## src/hw/rtl/pfc_pkg.sv

```systemverilog
`timescale 1ns / 1ps

package pfc_pkg;

    localparam int GRID_SIDE = 5;
    localparam int CELLS     = GRID_SIDE * GRID_SIDE;
    localparam int LETTERS   = 26;

    localparam int LETTER_W = 5;
    localparam int COORD_W  = $clog2(GRID_SIDE);
    localparam int POS_W    = 2 * COORD_W;
    localparam int CELL_W   = $clog2(CELLS);
    localparam int FILL_W   = $clog2(CELLS + 1);
    localparam int WALK_W   = $clog2(LETTERS);

    localparam logic [LETTER_W-1:0] CODE_I = LETTER_W'(8);
    localparam logic [LETTER_W-1:0] CODE_J = LETTER_W'(9);
    localparam logic [LETTER_W-1:0] CODE_X = LETTER_W'(23);

    localparam int APB_ADDR_W = 3;
    localparam int APB_DATA_W = 32;
    localparam logic [APB_ADDR_W-3:0] REG_CIPHER_MODE = '0;

    localparam logic MODE_ENCRYPT = 1'b0;
    localparam logic MODE_DECRYPT = 1'b1;

    typedef enum logic [1:0] {
        CMD_KEY      = 2'd0,
        CMD_END_KEY  = 2'd1,
        CMD_TEXT     = 2'd2,
        CMD_END_TEXT = 2'd3
    } cmd_t;

    typedef enum logic [1:0] {
        PFC_IDLE,
        PFC_FILL,
        PFC_PAIR
    } state_t;

    typedef struct packed {
        cmd_t                command;
        logic [LETTER_W-1:0] letter;
    } in_word_t;

    typedef struct packed {
        logic [LETTER_W-1:0] first_letter;
        logic [LETTER_W-1:0] second_letter;
    } out_word_t;

    // controller -> datapath
    typedef struct packed {
        logic accept;
        logic fill_step;
        logic pair_load;
    } pfc_ctl_t;

    // datapath -> controller
    typedef struct packed {
        logic fill_start;
        logic pair_start;
        logic walk_last;
        logic out_free;
    } pfc_stat_t;

    function automatic logic [COORD_W-1:0] wrap_step(input logic [COORD_W-1:0] v,
                                                     input logic back);
        logic [COORD_W-1:0] r;
        if (back)
        begin
            r = (v == '0) ? COORD_W'(GRID_SIDE - 1) : v - COORD_W'(1);
        end
        else
        begin
            r = (v == COORD_W'(GRID_SIDE - 1)) ? '0 : v + COORD_W'(1);
        end
        return r;
    endfunction

    function automatic logic [CELL_W-1:0] cell_index(input logic [COORD_W-1:0] row,
                                                     input logic [COORD_W-1:0] col);
        return CELL_W'(row * GRID_SIDE + col);
    endfunction

endpackage

```

## src/hw/rtl/pfc_ctrl.sv

```systemverilog
`timescale 1ns / 1ps

module pfc_ctrl (
    input  logic              clk,
    input  logic              rst_n,
    input  logic              in_valid,
    output logic              in_ready,
    input  pfc_pkg::pfc_stat_t stat,
    output pfc_pkg::pfc_ctl_t  ctl
);
    import pfc_pkg::*;

    state_t state_reg;
    state_t state_next;

    always_ff @(posedge clk or negedge rst_n)
    begin
        if (!rst_n)
        begin
            state_reg <= PFC_IDLE;
        end
        else
        begin
            state_reg <= state_next;
        end
    end

    always_comb
    begin
        state_next    = state_reg;
        ctl           = '0;
        in_ready      = 1'b0;
        case (state_reg)
            PFC_IDLE:
            begin
                in_ready   = 1'b1;
                ctl.accept = in_valid;
                if (in_valid && stat.fill_start)
                begin
                    state_next = PFC_FILL;
                end
                else if (in_valid && stat.pair_start)
                begin
                    state_next = PFC_PAIR;
                end
            end
            PFC_FILL:
            begin
                ctl.fill_step = 1'b1;
                if (stat.walk_last)
                begin
                    state_next = PFC_IDLE;
                end
            end
            PFC_PAIR:
            begin
                if (stat.out_free)
                begin
                    ctl.pair_load = 1'b1;
                    state_next    = PFC_IDLE;
                end
            end
            default:
            begin
                state_next = PFC_IDLE;
            end
        endcase
    end

endmodule

```

## src/hw/rtl/pfc_datapath.sv

```systemverilog
`timescale 1ns / 1ps

module pfc_datapath (
    input  logic               clk,
    input  logic               rst_n,
    input  pfc_pkg::in_word_t  in_data,
    input  logic               cipher_mode,
    input  pfc_pkg::pfc_ctl_t  ctl,
    output pfc_pkg::pfc_stat_t stat,
    output logic               out_valid,
    input  logic               out_ready,
    output pfc_pkg::out_word_t out_data
);
    import pfc_pkg::*;

    logic [LETTER_W-1:0] sq_mem  [CELLS];
    logic [POS_W-1:0]    pos_mem [LETTERS];

    logic [LETTERS-1:0]  used_reg,         used_next;
    logic [FILL_W-1:0]   fill_count_reg,   fill_count_next;
    logic [COORD_W-1:0]  fill_row_reg,     fill_row_next;
    logic [COORD_W-1:0]  fill_col_reg,     fill_col_next;
    logic                key_finished_reg, key_finished_next;
    logic [LETTER_W-1:0] held_letter_reg,  held_letter_next;
    logic                held_valid_reg,   held_valid_next;
    logic [WALK_W-1:0]   walk_reg,         walk_next;
    logic                out_valid_reg,    out_valid_next;
    logic [POS_W-1:0]    pos_a_reg;
    logic [POS_W-1:0]    pos_b_reg;
    out_word_t           out_data_reg;

    logic [LETTER_W-1:0] code;
    logic                code_ok;
    logic                key_restart;
    logic [LETTERS-1:0]  used_base;
    logic [FILL_W-1:0]   fill_base;
    logic [COORD_W-1:0]  row_base;
    logic [COORD_W-1:0]  col_base;
    logic                add_cand;
    logic [LETTER_W-1:0] add_code;
    logic                add_do;
    logic                doubled;
    logic [LETTER_W-1:0] second;
    logic [COORD_W-1:0]  ra, ca, rb, cb;
    logic [CELL_W-1:0]   cell_a, cell_b;

    assign code    = (in_data.letter == CODE_J) ? CODE_I : in_data.letter;
    assign code_ok = code < LETTER_W'(LETTERS);
    assign doubled = (in_data.command == CMD_TEXT) && (cipher_mode == MODE_ENCRYPT)
                     && (held_letter_reg == code);
    assign second  = ((in_data.command == CMD_TEXT) && !doubled) ? code : CODE_X;

    assign stat.fill_start = (in_data.command == CMD_END_KEY) && !key_finished_reg;
    assign stat.pair_start = key_finished_reg && held_valid_reg
                             && (((in_data.command == CMD_TEXT) && code_ok)
                                 || (in_data.command == CMD_END_TEXT));
    assign stat.walk_last  = walk_reg == WALK_W'(LETTERS - 1);
    assign stat.out_free   = !out_valid_reg || out_ready;

    // square insert: key letter or one step of the alphabet walk
    always_comb
    begin
        key_restart = ctl.accept && (in_data.command == CMD_KEY) && code_ok
                      && key_finished_reg;
        used_base   = key_restart ? '0 : used_reg;
        fill_base   = key_restart ? '0 : fill_count_reg;
        row_base    = key_restart ? '0 : fill_row_reg;
        col_base    = key_restart ? '0 : fill_col_reg;
        if (ctl.fill_step)
        begin
            add_code = walk_reg;
            add_cand = walk_reg != CODE_J;
        end
        else
        begin
            add_code = code;
            add_cand = ctl.accept && (in_data.command == CMD_KEY) && code_ok;
        end
        add_do = add_cand && !used_base[add_code] && (fill_base < FILL_W'(CELLS));
    end

    always_comb
    begin
        used_next         = used_base;
        fill_count_next   = fill_base;
        fill_row_next     = row_base;
        fill_col_next     = col_base;
        key_finished_next = key_restart ? 1'b0 : key_finished_reg;
        held_letter_next  = held_letter_reg;
        held_valid_next   = held_valid_reg;
        walk_next         = walk_reg;

        if (add_do)
        begin
            used_next       = used_base | (LETTERS'(1) << add_code);
            fill_count_next = fill_base + FILL_W'(1);
            if (col_base == COORD_W'(GRID_SIDE - 1))
            begin
                fill_col_next = '0;
                fill_row_next = row_base + COORD_W'(1);
            end
            else
            begin
                fill_col_next = col_base + COORD_W'(1);
            end
        end

        if (key_restart)
        begin
            held_letter_next = '0;
            held_valid_next  = 1'b0;
        end

        if (ctl.accept && stat.fill_start)
        begin
            walk_next        = '0;
            held_letter_next = '0;
            held_valid_next  = 1'b0;
        end

        if (ctl.fill_step)
        begin
            walk_next = walk_reg + WALK_W'(1);
            if (stat.walk_last)
            begin
                key_finished_next = 1'b1;
            end
        end

        if (ctl.accept && key_finished_reg)
        begin
            if ((in_data.command == CMD_TEXT) && code_ok)
            begin
                if (!held_valid_reg)
                begin
                    held_letter_next = code;
                    held_valid_next  = 1'b1;
                end
                else if (!doubled)
                begin
                    held_letter_next = '0;
                    held_valid_next  = 1'b0;
                end
            end
            else if (in_data.command == CMD_END_TEXT)
            begin
                held_letter_next = '0;
                held_valid_next  = 1'b0;
            end
        end
    end

    // pair transform on looked-up coordinates
    always_comb
    begin
        ra = pos_a_reg[POS_W-1:COORD_W];
        ca = pos_a_reg[COORD_W-1:0];
        rb = pos_b_reg[POS_W-1:COORD_W];
        cb = pos_b_reg[COORD_W-1:0];
        if (ra == rb)
        begin
            cell_a = cell_index(ra, wrap_step(ca, cipher_mode));
            cell_b = cell_index(rb, wrap_step(cb, cipher_mode));
        end
        else if (ca == cb)
        begin
            cell_a = cell_index(wrap_step(ra, cipher_mode), ca);
            cell_b = cell_index(wrap_step(rb, cipher_mode), cb);
        end
        else
        begin
            cell_a = cell_index(ra, cb);
            cell_b = cell_index(rb, ca);
        end
    end

    always_comb
    begin
        out_valid_next = out_valid_reg;
        if (ctl.pair_load)
        begin
            out_valid_next = 1'b1;
        end
        else if (out_ready)
        begin
            out_valid_next = 1'b0;
        end
    end

    always_ff @(posedge clk or negedge rst_n)
    begin
        if (!rst_n)
        begin
            used_reg         <= '0;
            fill_count_reg   <= '0;
            fill_row_reg     <= '0;
            fill_col_reg     <= '0;
            key_finished_reg <= 1'b0;
            held_letter_reg  <= '0;
            held_valid_reg   <= 1'b0;
            walk_reg         <= '0;
            out_valid_reg    <= 1'b0;
        end
        else
        begin
            used_reg         <= used_next;
            fill_count_reg   <= fill_count_next;
            fill_row_reg     <= fill_row_next;
            fill_col_reg     <= fill_col_next;
            key_finished_reg <= key_finished_next;
            held_letter_reg  <= held_letter_next;
            held_valid_reg   <= held_valid_next;
            walk_reg         <= walk_next;
            out_valid_reg    <= out_valid_next;
        end
    end

    // key square and letter position stores
    always_ff @(posedge clk)
    begin
        if (add_do)
        begin
            sq_mem[fill_base[CELL_W-1:0]] <= add_code;
            pos_mem[add_code]             <= {row_base, col_base};
        end
    end

    always_ff @(posedge clk)
    begin
        if (ctl.accept && stat.pair_start)
        begin
            pos_a_reg <= pos_mem[held_letter_reg];
            pos_b_reg <= pos_mem[second];
        end
    end

    always_ff @(posedge clk)
    begin
        if (ctl.pair_load)
        begin
            out_data_reg.first_letter  <= sq_mem[cell_a];
            out_data_reg.second_letter <= sq_mem[cell_b];
        end
    end

    assign out_valid = out_valid_reg;
    assign out_data  = out_data_reg;

endmodule

```

## src/hw/rtl/playfair_digraph_cipher_core.sv

```systemverilog
`timescale 1ns / 1ps
// channel  | handshake                      | word
// ---------+--------------------------------+-------------------------------
// input    | in_valid / in_ready            | in_data: command, letter
// output   | out_valid / out_ready          | out_data: first/second_letter
// config   | psel, penable, pwrite / pready | cipher_mode at 0x0
//
// Key letters, held text letters and ignored words are taken without leaving idle.
// A text pair reads the position store, then reads the square into out_data.
// End of key starts the alphabet walk: it visits one letter per cycle, inserting unused ones.
// A pair waiting on a full output register stalls before the square read.
// rst_n clears control state; square and position stores are not cleared.

module playfair_digraph_cipher_core (
    input  logic                                clk,
    input  logic                                rst_n,
    input  logic                                in_valid,
    output logic                                in_ready,
    input  pfc_pkg::in_word_t                   in_data,
    output logic                                out_valid,
    input  logic                                out_ready,
    output pfc_pkg::out_word_t                  out_data,
    input  logic                                psel,
    input  logic                                penable,
    input  logic                                pwrite,
    input  logic [pfc_pkg::APB_ADDR_W-1:0]      paddr,
    input  logic [pfc_pkg::APB_DATA_W-1:0]      pwdata,
    output logic [pfc_pkg::APB_DATA_W-1:0]      prdata,
    output logic                                pready
);
    import pfc_pkg::*;

    logic      cipher_mode_reg, cipher_mode_next;
    logic      reg_sel;
    pfc_ctl_t  ctl;
    pfc_stat_t stat;

    assign pready  = 1'b1;
    assign reg_sel = paddr[APB_ADDR_W-1:2] == REG_CIPHER_MODE;

    always_comb
    begin
        cipher_mode_next = cipher_mode_reg;
        if (psel && penable && pwrite && pready && reg_sel)
        begin
            cipher_mode_next = pwdata[0];
        end
    end

    always_ff @(posedge clk or negedge rst_n)
    begin
        if (!rst_n)
        begin
            cipher_mode_reg <= MODE_ENCRYPT;
        end
        else
        begin
            cipher_mode_reg <= cipher_mode_next;
        end
    end

    assign prdata = reg_sel ? {{(APB_DATA_W - 1){1'b0}}, cipher_mode_reg} : '0;

    pfc_ctrl u_ctrl (
        .clk      (clk),
        .rst_n    (rst_n),
        .in_valid (in_valid),
        .in_ready (in_ready),
        .stat     (stat),
        .ctl      (ctl)
    );

    pfc_datapath u_datapath (
        .clk         (clk),
        .rst_n       (rst_n),
        .in_data     (in_data),
        .cipher_mode (cipher_mode_reg),
        .ctl         (ctl),
        .stat        (stat),
        .out_valid   (out_valid),
        .out_ready   (out_ready),
        .out_data    (out_data)
    );

    a_load_free: assert property (@(posedge clk) disable iff (!rst_n)
        ctl.pair_load |-> (!out_valid || out_ready))
        else $error("pair loaded over an untaken result");

    a_load_shows: assert property (@(posedge clk) disable iff (!rst_n)
        ctl.pair_load |=> out_valid)
        else $error("loaded pair not presented");

    a_pair_busy: assert property (@(posedge clk) disable iff (!rst_n)
        (in_valid && in_ready && stat.pair_start) |=> !in_ready)
        else $error("input taken while a pair is in flight");

    a_fill_busy: assert property (@(posedge clk) disable iff (!rst_n)
        !(in_ready && ctl.fill_step))
        else $error("input open during alphabet walk");

endmodule
```

## config.mk

```make
export PLATFORM = sky130hd
export DESIGN_NAME = playfair_digraph_cipher_core
export DESIGN_NICKNAME = d
export VERILOG_FILES = /design/src/hw/rtl/pfc_pkg.sv /design/src/hw/rtl/pfc_ctrl.sv /design/src/hw/rtl/pfc_datapath.sv /design/src/hw/rtl/playfair_digraph_cipher_core.sv
export SDC_FILE = /design/constraint.sdc
export NUM_CORES = 1
export LEC_CHECK = 0
export BUFFER_PORTS_ARGS = -buffer_cell sky130_fd_sc_hd__buf_2
export CAP_MARGIN = 5
export CELL_PAD_IN_SITES_DETAIL_PLACEMENT = 0
export CELL_PAD_IN_SITES_GLOBAL_PLACEMENT = 1
export CORE_AREA = 5 5 215 217
export CTS_CLUSTER_DIAMETER = 30
export DETAILED_ROUTE_END_ITERATION = 8
export DIE_AREA = 0 0 220 222
export GPL_TIMING_DRIVEN = 0
export PLACE_DENSITY_LB_ADDON = 0.1
export SLEW_MARGIN = 20
export SYNTH_ARGS = -nofsm -noshare
export SYNTH_HDL_FRONTEND = slang
export SYNTH_SLANG_ARGS = --single-unit
```

## constraint.sdc

```tcl
create_clock -name clk -period 8.18 [get_ports clk]
set_input_delay 0.818 -clock clk [delete_from_list [all_inputs] [get_ports clk]]
set_output_delay 0.818 -clock clk [all_outputs]
set_load 0.01 [all_outputs]
```

==> flow_summary.json, run 1 <==
{
  "gp_congestion": 0.9299,
  "antennaDiodeCount": 0,
  "place_area_um2": 20600,
  "numCtsBuffers": 79,
  "hold_class": "primary input to asynchronous set/reset pin",
  "period_share_pct": 74.54,
  "holdWs_ns": 0.2797,
  "cts_resized": 0,
  "drive_gt1_share_pct": 17.83,
  "max_freq_mhz": 164.0,
  "wl_per_cell_um": 25.35,
  "crit_family": "buffers and inverters",
  "cp_cell_sequence": "buf_1, clkbuf_1, a21oi_1, nor2_1, ha_1, ha_1, fa_1, or4_1, a31o_2, clkbuf_1, clkbuf_1, o221ai_1, o21ai_0, a32o_1, or3_1",
  "io_buffers": 23,
  "reg2reg_slack_ns": 2.08,
  "grt_start_max_net_pins": 54,
  "core_area_um2": 43930,
  "path_buf_inv": 4,
  "cts_tree": "done",
  "status": "completed",
  "leakagePower_nw": 8.543,
  "syn_area_um2": 19490,
  "grt_first_pass_wirelength_um": 93720,
  "final-hold-violation-count": 0,
  "clock-sinks": 356,
  "synth_top_family_by_area": "compound AO/OA/AOI/OAI gates",
  "yosysWarnings": 0,
  "critical_path_required_ns": 8.49,
  "synthMuxAreaShare_pct": 9.368,
  "fin_ws_ns": 2.083,
  "grt_pass1_vias": 14790,
  "rr_startpoint": "cipher_mode_reg$_DFFE_PN0P_",
  "reg2reg_depth": 15,
  "first_pass_iters": 5,
  "start_kind": "flip-flop",
  "cts_setup_buffers": 0,
  "viasPerCell": 6.007,
  "pre_cts_slack_ns": 2.139,
  "fin_crit_ns": 6.097,
  "p_per_area_nw_per_um2": 336.8,
  "relSlewSlack_pct": 18.62,
  "final.setup.tns_ns": 0,
  "finalMaxSlewViolations": 0,
  "place_hpwl_um": 44680,
  "grt_setup_unrepaired": "false",
  "cts_root_buf": "clkbuf_16",
  "htreeDepth": 3,
  "worstSkewPairLatency_ns": 0.60,
  "die_w_um": 220,
  "antenna_found_initial": 0,
  "synth_flop_cell": "edfxtp_1",
  "area_growth_pct": 19.91,
  "cpPeakStageDelay_ns": 0.56,
  "row_count": 77,
  "drc": 0,
  "synth_fa_ha_area_share_pct": 4.148,
  "crit_top_cell": "clkbuf_1",
  "worstReg2RegEnd": "u_datapath.out_data[4]$_DFFE_PP_",
  "synth-seq-cells": 356,
  "synth_edf_count": 303,
  "final_cell_mix": "edfxtp_1, nand2_1, a21oi_1",
  "cts_max_path_buffers": 3,
  "largest_reg_flops": 156,
  "synth.distinct_cells": 81,
  "avgSynthCellArea_um2": 11.70,
  "initial_utilization_pct": 44.36,
  "ys_seq_area_share_pct": 53.50,
  "grt_usage_pct": 25.49,
  "clk_pin_slew_ns": 0.05,
  "final_common_cell": "edfxtp_1",
  "die_area_um2": 48840,
  "first_iter_violations": 1412,
  "synth-xor-area-share_pct": 1.798,
  "io_pins": 94,
  "fin_area_um2": 23370,
  "routed_wl_um": 62220,
  "peakVddDrop_v": 0.0003113,
  "tightestPinTransition_ns": 1.211,
  "cp_slowest_cell": "or4_1",
  "hold_buffers": 0,
  "setup_viol_count_final": 0,
  "crit_fanout": 10,
  "async_reset_ff_share_pct": 14.89,
  "vias": 14740,
  "worstPathArrival_ns": 6.41,
  "synthCells": 1666,
  "crit_path_end_kind": "flip-flop",
  "die_h_um": 222,
  "synth-compound-area-share_pct": 14.86,
  "synth-simple-area-share_pct": 12.17,
  "nets": 1912,
  "cap_violations": 0,
  "antenna_left": 0,
  "critical_path_class": "flip-flop to flip-flop",
  "overflow": 0,
  "finClkSkew_ns": 0.01831
}
[worst max-delay path by stage]
stage	startpoint	to	slack, ns	cells past startpoint
after floorplan	u_datapath.pos_b_reg[4]$_DFFE_PP_	u_datapath.out_data[3]$_DFFE_PP_	3.46	17
after global placement	cipher_mode_reg$_DFFE_PN0P_	u_datapath.out_data[1]$_DFFE_PP_	2.14	15
after detailed placement	cipher_mode_reg$_DFFE_PN0P_	u_datapath.out_data[1]$_DFFE_PP_	2.14	15
after CTS	cipher_mode_reg$_DFFE_PN0P_	u_datapath.out_data[4]$_DFFE_PP_	2.09	14
after global routing	cipher_mode_reg$_DFFE_PN0P_	u_datapath.out_data[4]$_DFFE_PP_	1.82	15
final	cipher_mode_reg$_DFFE_PN0P_	u_datapath.out_data[4]$_DFFE_PP_	2.08	15
[power breakdown]
group,switching (mW),internal (mW),leakage [nW]
Sequential,0.114,2.42,3.44
Clock,1.03,2.24,1.34
Combinational,1.41,0.654,3.77
Total,2.56,5.31,8.54
[cells in the mapped netlist, drive strengths merged (20+ instances only)]
master | n | area (um2)
xor2 | 21 | 183.9
clkbuf | 82 | 307.8
buf | 58 | 369.1
mux4 | 45 | 1013
a21oi | 109 | 549.3
nor3 | 35 | 180.2
nand3 | 34 | 175.2
nor2b | 21 | 131.4
nand2 | 198 | 743.2
a221oi | 20 | 175.2
dfrtp | 53 | 1326
mux2 | 41 | 461.7
mux2i | 35 | 350.3
o22ai | 34 | 212.7
o21ai | 88 | 440.4
nor4 | 20 | 241.5
a21o | 31 | 240.2
edfxtp | 303 | 9099
ha | 55 | 688.2
nor2 | 102 | 382.9
inv | 33 | 126.4
[layout make-up]
| class | count | area [um2] |
|---|---|---|
| clock buffers | 86 | 2034 |
| plain buffers | 140 | 679.4 |
| flip-flops and latches | 356 | 10430 |
| clock inverters | 55 | 708.2 |
| multi-input cells | 1167 | 8499 |
| fillers | 3852 | 20570 |
| repair buffers | 25 | 152.6 |
| inverters | 33 | 126.4 |
| well taps | 592 | 740.7 |
[through the flow]
| stage | instances | utilization [%] | power, mW |
|---|---|---|---|
| after floorplan | 1696 | - | 3.857 |
| after global placement | 2311 | 46.56 | 4.508 |
| after detailed placement | 2313 | 46.90 | 4.603 |
| after CTS | 2454 | 53.14 | 7.888 |
| after global routing | 2454 | 53.19 | 8.183 |
| final | 2454 | 53.19 | 7.871 |
[kinds of logic after synthesis]
logic type	after synthesis
adders and majority gates	61
other	2
DFF	356
buffers and inverters	173
and+or+nand+nor	482
muxes	121
xor gates and xnor gates	40
AOI/OAI and AO/OA	431
[per-layer routing]
layer  track usage (%)  routed length [um]  vias to the layer above
met1             33.54               25750                     7300
met2             41.52               29830                      651
met3             4.807                4061                      147
met4             10.55                2573                        0
li1                  -                   -                     6643
met5                 0                   0                        -
[worst reg2reg max path: stages, from the launching register on]
cell      delay (ns)
dfrtp_1         0.52
buf_1           0.45
clkbuf_1        0.46
a21oi_1         0.13
nor2_1          0.21
ha_1            0.28
ha_1            0.35
fa_1            0.49
or4_1           0.56
a31o_2          0.29
clkbuf_1        0.29
clkbuf_1        0.44
o221ai_1        0.31
o21ai_0         0.24
a32o_1          0.36
or3_1           0.42
(Power assumes the default switching activity.)
==> run 2, diff against run 1 <==
--- a/config.mk
+++ b/config.mk
@@ -5,14 +5,15 @@
 export SDC_FILE = /design/constraint.sdc
 export NUM_CORES = 1
 export LEC_CHECK = 0
+export ABC_AREA = 1
 export BUFFER_PORTS_ARGS = -buffer_cell sky130_fd_sc_hd__buf_2
 export CAP_MARGIN = 5
 export CELL_PAD_IN_SITES_DETAIL_PLACEMENT = 0
 export CELL_PAD_IN_SITES_GLOBAL_PLACEMENT = 1
-export CORE_AREA = 5 5 215 217
+export CORE_AREA = 5 5 223 225
 export CTS_CLUSTER_DIAMETER = 30
 export DETAILED_ROUTE_END_ITERATION = 8
-export DIE_AREA = 0 0 220 222
+export DIE_AREA = 0 0 228 230
 export GPL_TIMING_DRIVEN = 0
 export PLACE_DENSITY_LB_ADDON = 0.1
 export SLEW_MARGIN = 20
==> constraint.sdc (replaced) <==
create_clock -name clk -period 6.32 [get_ports clk]
set_input_delay 0.632 -clock clk [delete_from_list [all_inputs] [get_ports clk]]
set_output_delay 0.632 -clock clk [all_outputs]
set_load 0.01 [all_outputs]
==> run 2 against run 1 <==
Sequential power up 33%. Clock power is 31% higher. First-iteration DRC count grew 27%. Critical path depth grew 2. Largest cell class unchanged. Highest routed layer unchanged.
==> flow_summary.json, run 2 <==
{
  "p_clk_share_pct": 38.3,
  "peakVddDrop_v": 0.0003425,
  "cp_slowest_cell": "edfxtp_1",
  "vias": 18780,
  "routed_wl_um": 73910,
  "overflow": 0,
  "worstReg2RegEnd": "u_datapath.out_data[4]$_DFFE_PP_",
  "synth_edf_count": 303,
  "numCtsBuffers": 82,
  "hold_class": "primary input to flip-flop",
  "core_area_um2": 47350,
  "synth_top_area_cell": "edfxtp_1",
  "cts_max_path_buffers": 3,
  "leakagePower_nw": 11.33,
  "grt_pass1_vias": 18080,
  "dp_cells": 3263,
  "synth_most_common_cell": "nand2_1",
  "antennaDiodeCount": 0,
  "crit_fanout": 10,
  "tightestPinTransition_ns": 1.131,
  "synth-seq-cells": 356,
  "syn_area_um2": 21010,
  "grt_usage_pct": 27.43,
  "gp_congestion": 0.9660,
  "cpPeakStageDelay_ns": 0.57,
  "nets": 2843,
  "reg2reg_depth": 17,
  "yosysWarnings": 0,
  "critical_path_required_ns": 6.67,
  "relSlewSlack_pct": 24.15,
  "max_freq_mhz": 198.7,
  "first_pass_iters": 6,
  "whs_path_depth": 3,
  "switching_share_pct": 37.66,
  "internal_power_mw": 6.995,
  "status": "completed",
  "final-instance-count-excl-fill": 3416,
  "synth.distinct_cells": 39,
  "largest_reg_flops": 156,
  "area_growth_pct": 18.56,
  "fin_area_um2": 24920,
  "place_area_um2": 22090,
  "fin_ws_ns": 1.288,
  "period_share_pct": 79.63,
  "die_h_um": 230,
  "synth_top_area_share_pct": 43.30,
  "crit_path_end_kind": "flip-flop",
  "reg2reg_slack_ns": 1.29,
  "drc": 0,
  "rr_startpoint": "u_datapath.pos_b_reg[4]$_DFFE_PP_",
  "clock-sinks": 356,
  "min-delay-start": "pwdata[0]",
  "final_common_cell": "nand2_1",
  "drive_gt1_share_pct": 9.461,
  "path_buf_inv": 3,
  "power_frac_seq_pct": 30.1,
  "worstPathArrival_ns": 5.38,
  "crit_family": "adder cells",
  "worstSkewPairLatency_ns": 0.61,
  "initial_utilization_pct": 44.38,
  "cap_violations": 0,
  "p_per_area_nw_per_um2": 450.3,
  "grt_first_pass_wirelength_um": 110600,
  "antenna_left": 0,
  "io_buffers": 28,
  "io_pins": 94,
  "clk_pin_slew_ns": 0.05,
  "antenna_found_initial": 0,
  "fin_crit_ns": 5.032,
  "start_kind": "flip-flop",
  "avgSynthCellArea_um2": 8.120,
  "die_w_um": 228,
  "grt_setup_unrepaired": "false",
  "power_frac_comb_pct": 31.6,
  "holdWs_ns": 0.3004,
  "htreeDepth": 3,
  "cts_root_buf": "clkbuf_16",
  "row_count": 80,
  "netlist_top_cells_count": "nand2_1, nand3_1, inv_1",
  "synth_area_leaders": "edfxtp_1, nand2_1, nand3_1",
  "cts_resized": 0,
  "power_switching_mw": 4.225,
  "holdPathEnd": "cipher_mode_reg$_DFFE_PN0P_",
  "die_area_um2": 52440,
  "wl_per_cell_um": 21.64,
  "final-hold-violation-count": 0,
  "viasPerCell": 5.496,
  "pre_cts_slack_ns": 1.360,
  "finClkSkew_ns": 0.01996,
  "cts_tree": "done",
  "final.setup.tns_ns": 0,
  "finalMaxSlewViolations": 0,
  "first_iter_violations": 1791,
  "synthCells": 2588,
  "ys_seq_area_share_pct": 49.61,
  "grt_start_max_net_pins": 35,
  "setup_viol_count_final": 0,
  "cp_cell_sequence": "inv_1, ha_1, ha_1, o21ai_0, ha_1, ha_1, fa_1, nand2_1, o21ai_0, o21ai_2, inv_1, clkbuf_1, nand3_1, nand3_1, nand2_1, nand2_1, nand2_1",
  "final_cell_mix": "nand2_1, nand3_1, inv_1",
  "place_hpwl_um": 54250,
  "synth_flop_cell": "edfxtp_1",
  "async_reset_ff_share_pct": 14.89,
  "critical_path_class": "flip-flop to flip-flop"
}
==> run 2: changes by cell type after synthesis, moves of 27 or more <==
| cell | before | now |
|---|---|---|
| a21o_1 | 30 | 0 |
| buf_2 | 10 | 37 |
| inv_1 | 32 | 371 |
| mux2_2 | 41 | 0 |
| mux2i_1 | 35 | 0 |
| mux4_2 | 45 | 0 |
| nand2_1 | 198 | 628 |
| nand3_1 | 33 | 438 |
| nand4_1 | 9 | 70 |
| nor2_1 | 102 | 129 |
| o21ai_0 | 73 | 137 |
==> run 2: stage by stage <==
stage	util [%]	total power, mW
final	52.62	11.22
after global routing	52.62	11.72
after CTS	52.62	11.20
after detailed placement	46.66	6.875
after global placement	46.54	6.821
after floorplan	-	5.509
==> run 2: kinds of logic after synthesis <==
family	synth area share [%]
DFF	49.61
buffers and inverters	10.67
other	0.03574
xor gates and xnor gates	1.250
AOI/OAI and AO/OA	7.824
adders and majority gates	3.846
and+or+nand+nor	26.76
==> run 2: worst max-delay path by stage <==
stage | cells after the start | endpoint | start
floorplan | 19 | u_datapath.out_data[1]$_DFFE_PP_ | u_datapath.pos_b_reg[4]$_DFFE_PP_
global placement | 11 | u_datapath.sq_mem[24][4]$_DFFE_PP_ | u_ctrl.state_reg[1]$_DFFE_PN0P_
detailed placement | 16 | u_datapath.out_data[8]$_DFFE_PP_ | u_datapath.pos_a_reg[4]$_DFFE_PP_
CTS | 16 | u_datapath.out_data[8]$_DFFE_PP_ | u_datapath.pos_a_reg[4]$_DFFE_PP_
global route | 19 | u_datapath.out_data[4]$_DFFE_PP_ | u_datapath.pos_b_reg[4]$_DFFE_PP_
finish | 17 | u_datapath.out_data[4]$_DFFE_PP_ | u_datapath.pos_b_reg[4]$_DFFE_PP_
==> run 2: final cells by class <==
| type | count | area, um2 |
|---|---|---|
| clock buffer | 95 | 2143 |
| buffer | 170 | 819.5 |
| clock inverter | 57 | 671.9 |
| tap | 615 | 769.5 |
| multi-input combinational | 1713 | 8476 |
| inverter | 379 | 1423 |
| timing repair buffer | 31 | 187.7 |
| sequential | 356 | 10430 |
| fill | 4561 | 22430 |
==> run 2: layer usage <==
layer  global-route usage, %  up-vias  part of all wire [%]
met2                   47.18      782                    49
met5                       0        -                     0
li1                        -     8903                     -
met1                   35.27     8941                    41
met4                   10.32        0                   3.5
met3                   4.133      150                   6.6
==> run 2: tightest hold or removal path: cells and delay by family <==
| kind | cells | cell delay, ns |
|---|---|---|
| buffers and inverters | 1 | 0.08 |
| AOI/OAI and AO/OA | 1 | 0.11 |
| and+or+nand+nor | 1 | 0.03 |
==> run 2: power by group through the flow <==
| stage | registers, mW | logic (mW) | clock network [mW] |
|---|---|---|---|
| 6_report | 3.37 | 3.55 | 4.30 |
| 5_1_grt | 3.40 | 3.83 | 4.48 |
| 4_1_cts | 3.37 | 3.49 | 4.34 |
| 3_5_place_dp | 3.41 | 3.47 | 0 |
| 3_3_place_gp | 3.41 | 3.41 | 0 |
| 2_1_floorplan | 3.36 | 2.15 | 0 |
==> run 2: repair_timing <==
action | in CTS | in global routing
setup buffers | 0 | 0
hold buffers | 1 | 0
hold endpoints to repair | 19 | 0
